--- src/hw/rtl/shbm_pkg.sv ---
`timescale 1ns / 1ps
// Package for the stable-hold baseline monitor: sizes, hold mode codes,
// register addresses and the request/response types of the window divider.
// No dependencies.
package shbm_pkg;

    localparam int PIXEL_COUNT = 256;
    localparam int ADDR_W      = (PIXEL_COUNT > 1) ? $clog2(PIXEL_COUNT) : 1;
    localparam int POS_W       = $clog2(PIXEL_COUNT + 1);

    localparam int SAMPLE_W = 16;
    localparam int FRAME_W  = 32;
    localparam int CFG_W    = 16;
    localparam int MODE_W   = 2;
    localparam int WIN_W    = 13;
    localparam int PADDR_W  = 3;
    localparam int PDATA_W  = 32;

    localparam logic [WIN_W-1:0] WINDOW_MS    = 13'd5000;
    localparam logic [WIN_W-1:0] WINDOW_RESET = 13'd312;
    localparam logic [CFG_W-1:0] INTERVAL_RESET = 16'd16;

    localparam logic [MODE_W-1:0] MODE_IDLE      = 2'd0;
    localparam logic [MODE_W-1:0] MODE_CAPTURING = 2'd1;
    localparam logic [MODE_W-1:0] MODE_SETTLED   = 2'd2;

    localparam logic [PADDR_W-1:0] ADDR_THRESHOLD = 3'd0;
    localparam logic [PADDR_W-1:0] ADDR_INTERVAL  = 3'd4;

    typedef struct packed {
        logic             start;
        logic [CFG_W-1:0] divisor;
    } shbm_div_req_t;

    typedef struct packed {
        logic             busy;
        logic             done;
        logic [WIN_W-1:0] quotient;
    } shbm_div_rsp_t;

endpackage

--- src/hw/rtl/shbm_window_div.sv ---
`timescale 1ns / 1ps
// Restoring divider that works out 5000 / max(interval, 1), one quotient bit
// per cycle. Depends on shbm_pkg for the request and response types.
module shbm_window_div
    import shbm_pkg::*;
(
    input  logic          clk,
    input  logic          rst_n,
    input  shbm_div_req_t req,
    output shbm_div_rsp_t rsp
);

    logic                busy_reg, busy_next;
    logic                done_reg, done_next;
    logic [3:0]          cnt_reg, cnt_next;
    logic [CFG_W-1:0]    rem_reg, rem_next;
    logic [CFG_W-1:0]    div_reg, div_next;
    logic [WIN_W-1:0]    quo_reg, quo_next;
    logic [CFG_W:0]      trial;

    always_comb
    begin
        busy_next = busy_reg;
        done_next = 1'b0;
        cnt_next  = cnt_reg;
        rem_next  = rem_reg;
        div_next  = div_reg;
        quo_next  = quo_reg;
        trial     = {rem_reg, WINDOW_MS[cnt_reg]};
        if (req.start)
        begin
            busy_next = 1'b1;
            cnt_next  = 4'(WIN_W - 1);
            rem_next  = '0;
            quo_next  = '0;
            div_next  = (req.divisor == '0) ? CFG_W'(1) : req.divisor;
        end
        else if (busy_reg)
        begin
            if (trial >= {1'b0, div_reg})
            begin
                rem_next = CFG_W'(trial - {1'b0, div_reg});
                quo_next = {quo_reg[WIN_W-2:0], 1'b1};
            end
            else
            begin
                rem_next = trial[CFG_W-1:0];
                quo_next = {quo_reg[WIN_W-2:0], 1'b0};
            end
            cnt_next = cnt_reg - 4'd1;
            if (cnt_reg == 4'd0)
            begin
                busy_next = 1'b0;
                done_next = 1'b1;
            end
        end
    end

    always_ff @(posedge clk or negedge rst_n)
    begin
        if (!rst_n)
        begin
            busy_reg <= 1'b0;
            done_reg <= 1'b0;
            cnt_reg  <= '0;
        end
        else
        begin
            busy_reg <= busy_next;
            done_reg <= done_next;
            cnt_reg  <= cnt_next;
        end
    end

    always_ff @(posedge clk)
    begin
        rem_reg <= rem_next;
        div_reg <= div_next;
        quo_reg <= quo_next;
    end

    assign rsp.busy     = busy_reg;
    assign rsp.done     = done_reg;
    assign rsp.quotient = quo_reg;

endmodule

--- config.mk ---
export PLATFORM = sky130hd
export DESIGN_NAME = shbm_window_div
export DESIGN_NICKNAME = d
export VERILOG_FILES = /design/src/hw/rtl/shbm_pkg.sv /design/src/hw/rtl/shbm_window_div.sv
export SDC_FILE = /design/constraint.sdc
export NUM_CORES = 1
export LEC_CHECK = 0
export ABC_AREA = 1
export BUFFER_PORTS_ARGS = -buffer_cell sky130_fd_sc_hd__buf_2
export CORE_MARGIN = 2
export CORE_UTILIZATION = 55
export DETAILED_ROUTE_END_ITERATION = 10
export GPL_TIMING_DRIVEN = 0
export PLACE_DENSITY = 0.81
export SKIP_LAST_GASP = 1
export SYNTH_ARGS = -nofsm -noshare
export SYNTH_HDL_FRONTEND = slang
export SYNTH_SLANG_ARGS = --single-unit
--- constraint.sdc ---
create_clock -name clk -period 5.66 [get_ports clk]
set_input_delay 1.132 -clock clk [delete_from_list [all_inputs] [get_ports clk]]
set_output_delay 1.132 -clock clk [all_outputs]
set_load 0.05 [all_outputs]
==> impl_metrics.json <==
{
  "outcome": "finished clean",
  "cts.htree.levels": 2,
  "rsz0062_at_grt": "false",
  "cellPowerDensity_nw_per_um2": 407,
  "setup_slack_ns": 3.31,
  "synth_most_common_cell": "nand2_1",
  "fin_skew_ns": 0.00810,
  "slew_viol_final": 0,
  "clk_path_buf_depth": 2,
  "place_congestion": 0.909,
  "fmax_mhz": 426,
  "place_inst": 544,
  "intPower_w": 0.000798,
  "grt_max_degree": 22,
  "dieHeight_um": 80.1,
  "ant_nets": 0,
  "grt_pass1_vias": 2744,
  "netlist_top_cells_count": "138 x nand2_1, 79 x inv_1, 31 x nand3_1",
  "syn-cell-area_um2": 3190,
  "fp.dieW_um": 80.1,
  "drc": 0,
  "num_vias": 2816,
  "end_kind": "flop",
  "cts_resized": 0,
  "crit_path_cell_trace": "ha_1 -> o22ai_1 -> ha_1 -> fa_1 -> inv_1 -> nand3_1 -> nand3_1 -> nand2_1 -> nand3_1 -> xor2_1 -> nand3_1 -> nand2_1",
  "drt_first_pass_iters": 4,
  "clk_pin_slew_worst_paths_ns": 0.10,
  "grt_use_total_pct": 23.8,
  "post-place-ws_ns": 2.99,
  "avgSynthCellArea_um2": 7.26,
  "insertion_delay_ns": 0.31,
  "synth_ff_type": "dfxtp_1",
  "cts-hold-fix-buffers": 0,
  "hold_depth": 2,
  "ys_seq_area_share_pct": 38.0,
  "ys_ff_latch": 51,
  "numCtsBuffers": 5,
  "cts_root_buf": "clkbuf_8",
  "ys_types": 38,
  "n_antenna_cell": 0,
  "port_buffers": 33,
  "postRouteWirelength_um": 6830,
  "crit_buf_inv": 1,
  "viasPerCell": 5.10,
  "synth_cells": 439,
  "yosys-top-cells-area": "dfxtp_1 18%, nand2_1 16%, edfxtp_1 15%, inv_1 9.3%, ha_1 7.1%",
  "gr-total-overflow": 0,
  "fin_crit_sh_pct": 41.5,
  "start_util_pct": 57.5,
  "cp.arrival_ns": 2.61,
  "ys_async_sr_fraction_pct": 11.8,
  "cts_setup_buffers": 0,
  "dieArea_um2": 6420,
  "wl_per_cell_um": 12.4,
  "p_clk_share_pct": 15.1,
  "maxCapViolCount": 0,
  "antenna_found_initial": 0,
  "syn_nets": 477,
  "cpPeakStageDelay_ns": 0.40,
  "power_frac_comb_pct": 50.9,
  "yosysTopAreaCellShare_pct": 18.2,
  "cts_sinks": 51,
  "r2r_end": "rem_reg[12]",
  "critPathMaxFanout": 3,
  "synth_edf_count": 16,
  "crit_family": "adder cells",
  "area_delta_synth_final_pct": 10.9,
  "layoutNonFillerInstCount": 552,
  "dp_hpwl_um": 5280,
  "setup_viol": 0,
  "num-nets-final": 517,
  "tightest_slew_ns": 0.589,
  "crit_path_start_kind": "flop",
  "rows": 27,
  "netSwitchingFraction_pct": 44.5,
  "hold_start": "quo_reg[12]",
  "rr_worst_depth": 12,
  "critPathSlowestCell": "dfrtp_1",
  "fin_tns_setup_ns": 0,
  "hold_class": "flop to flop",
  "cts_tree": "yes",
  "min_period_ns": 2.35,
  "cpMostUsedCell": "nand3_1",
  "path_class": "flop to flop",
  "grt_pass1_wl_um": 11800,
  "max-vdd-ir-drop_mv": 0.196,
  "fillCellCount": 512,
  "drt_iter0_drc": 169,
  "r2r-start": "cnt_reg[0]",
  "core_um2": 5540,
  "p_leak_nw": 1.88,
  "drive_gt1_share_pct": 15.2,
  "hold_violations": 0,
  "rrSetupSlack_ns": 3.31,
  "whs_endpoint": "quo_reg[12]",
  "worstPathRequired_ns": 5.92,
  "max_slew_margin_pct": 60.4,
  "ios": 34,
  "ys_warn_count": 0,
  "seqPwrFrac_pct": 34.0,
  "yosysTopAreaCell": "dfxtp_1",
  "netSwitchingPower_w": 0.000641
}
layout make-up:
| class | instances | area (µm²) | area share (%) |
|---|---|---|---|
| clock inverter | 3 | 22.5 | 0.637 |
| sequential | 51 | 1210 | 34.3 |
| buffer | 24 | 118 | 3.33 |
| multi-input combinational | 281 | 1550 | 43.8 |
| inverter | 83 | 312 | 8.82 |
| tap | 72 | 90.1 | 2.55 |
| clock buffer | 5 | 68.8 | 1.95 |
| timing repair buffer | 33 | 165 | 4.67 |
worst reg2reg max path: stages, from the launching register on:
cell and delay, ns:
dfrtp_1 0.40, ha_1 0.20, o22ai_1 0.32, ha_1 0.26
fa_1 0.22, inv_1 0.08, nand3_1 0.07, nand3_1 0.15
nand2_1 0.12, nand3_1 0.10, xor2_1 0.20, nand3_1 0.11
nand2_1 0.07
cells by family (layout without fill, tap and decap cells):
family	Yosys count	count (layout)	synth area share, %
AND/OR/NAND/NOR	225	225	33.3
buffers and inverters	107	148	13.5
flip-flops	51	51	38.0
AO/OA/AOI/OAI	30	30	5.65
adder cells (fa/ha/maj)	19	19	7.70
XOR/XNOR	7	7	1.92
per-stage QoR:
step / hold slack, ns / utilization [%] / instance area [µm²] / total power [W]
5_1_grt: 0.509 / 63.8 / 3530 / 0.00156
3_3_place_gp: 0.438 / 62.1 / 3440 / 0.00120
6_report: 0.471 / 63.8 / 3530 / 0.00144
4_1_cts: 0.473 / 63.8 / 3530 / 0.00144
2_1_floorplan: 0.444 / - / 3190 / 0.00106
3_5_place_dp: 0.447 / 62.1 / 3440 / 0.00121
placed cells by master (no fill, tap or decap), types with 7 or more instances in the layout:
| master | count |
|---|---|
| ha_1 | 18 |
| a21oi_1 | 7 |
| dfxtp_1 | 29 |
| o22ai_1 | 13 |
| nor2_1 | 15 |
| nand2_1 | 138 |
| buf_2 | 36 |
| inv_1 | 79 |
| nand3_1 | 31 |
| clkbuf_1 | 18 |
| nand2_2 | 8 |
| edfxtp_1 | 16 |
| nand3_2 | 8 |
how the worst max path moves through the flow:
stage          depth (start not counted)  startpoint     endpoint  slack (ns)
2_1_floorplan                          4     req[16]  quo_reg[10]        3.68
3_3_place_gp                           5     req[16]  quo_reg[10]        3.06
3_5_place_dp                           5     req[16]   quo_reg[5]        2.99
4_1_cts                               12  cnt_reg[0]  rem_reg[12]        3.31
5_1_grt                               12  cnt_reg[1]  rem_reg[12]        3.10
6_report                              12  cnt_reg[0]  rem_reg[12]        3.31
power groups by stage:
stage | clock network (W) | registers [W] | logic (W)
detailed placement | 0 | 0.000496 | 0.000718
global route | 0.000238 | 0.000496 | 0.000827
finish | 0.000218 | 0.000489 | 0.000732
CTS | 0.000223 | 0.000488 | 0.000728
floorplan | 0 | 0.000506 | 0.000558
global placement | 0 | 0.000493 | 0.000703
metal layers:
metal	track usage, %	wire, µm	part of all wire, %	up-vias
met5	0	0	0	-
met4	11.5	205	3.0	0
met3	4.49	427	6.3	14
met2	40.2	3330	49	75
met1	29.2	2860	42	1282
li1	-	-	-	1445
Note: power is estimated with default switching activity, not from simulation.
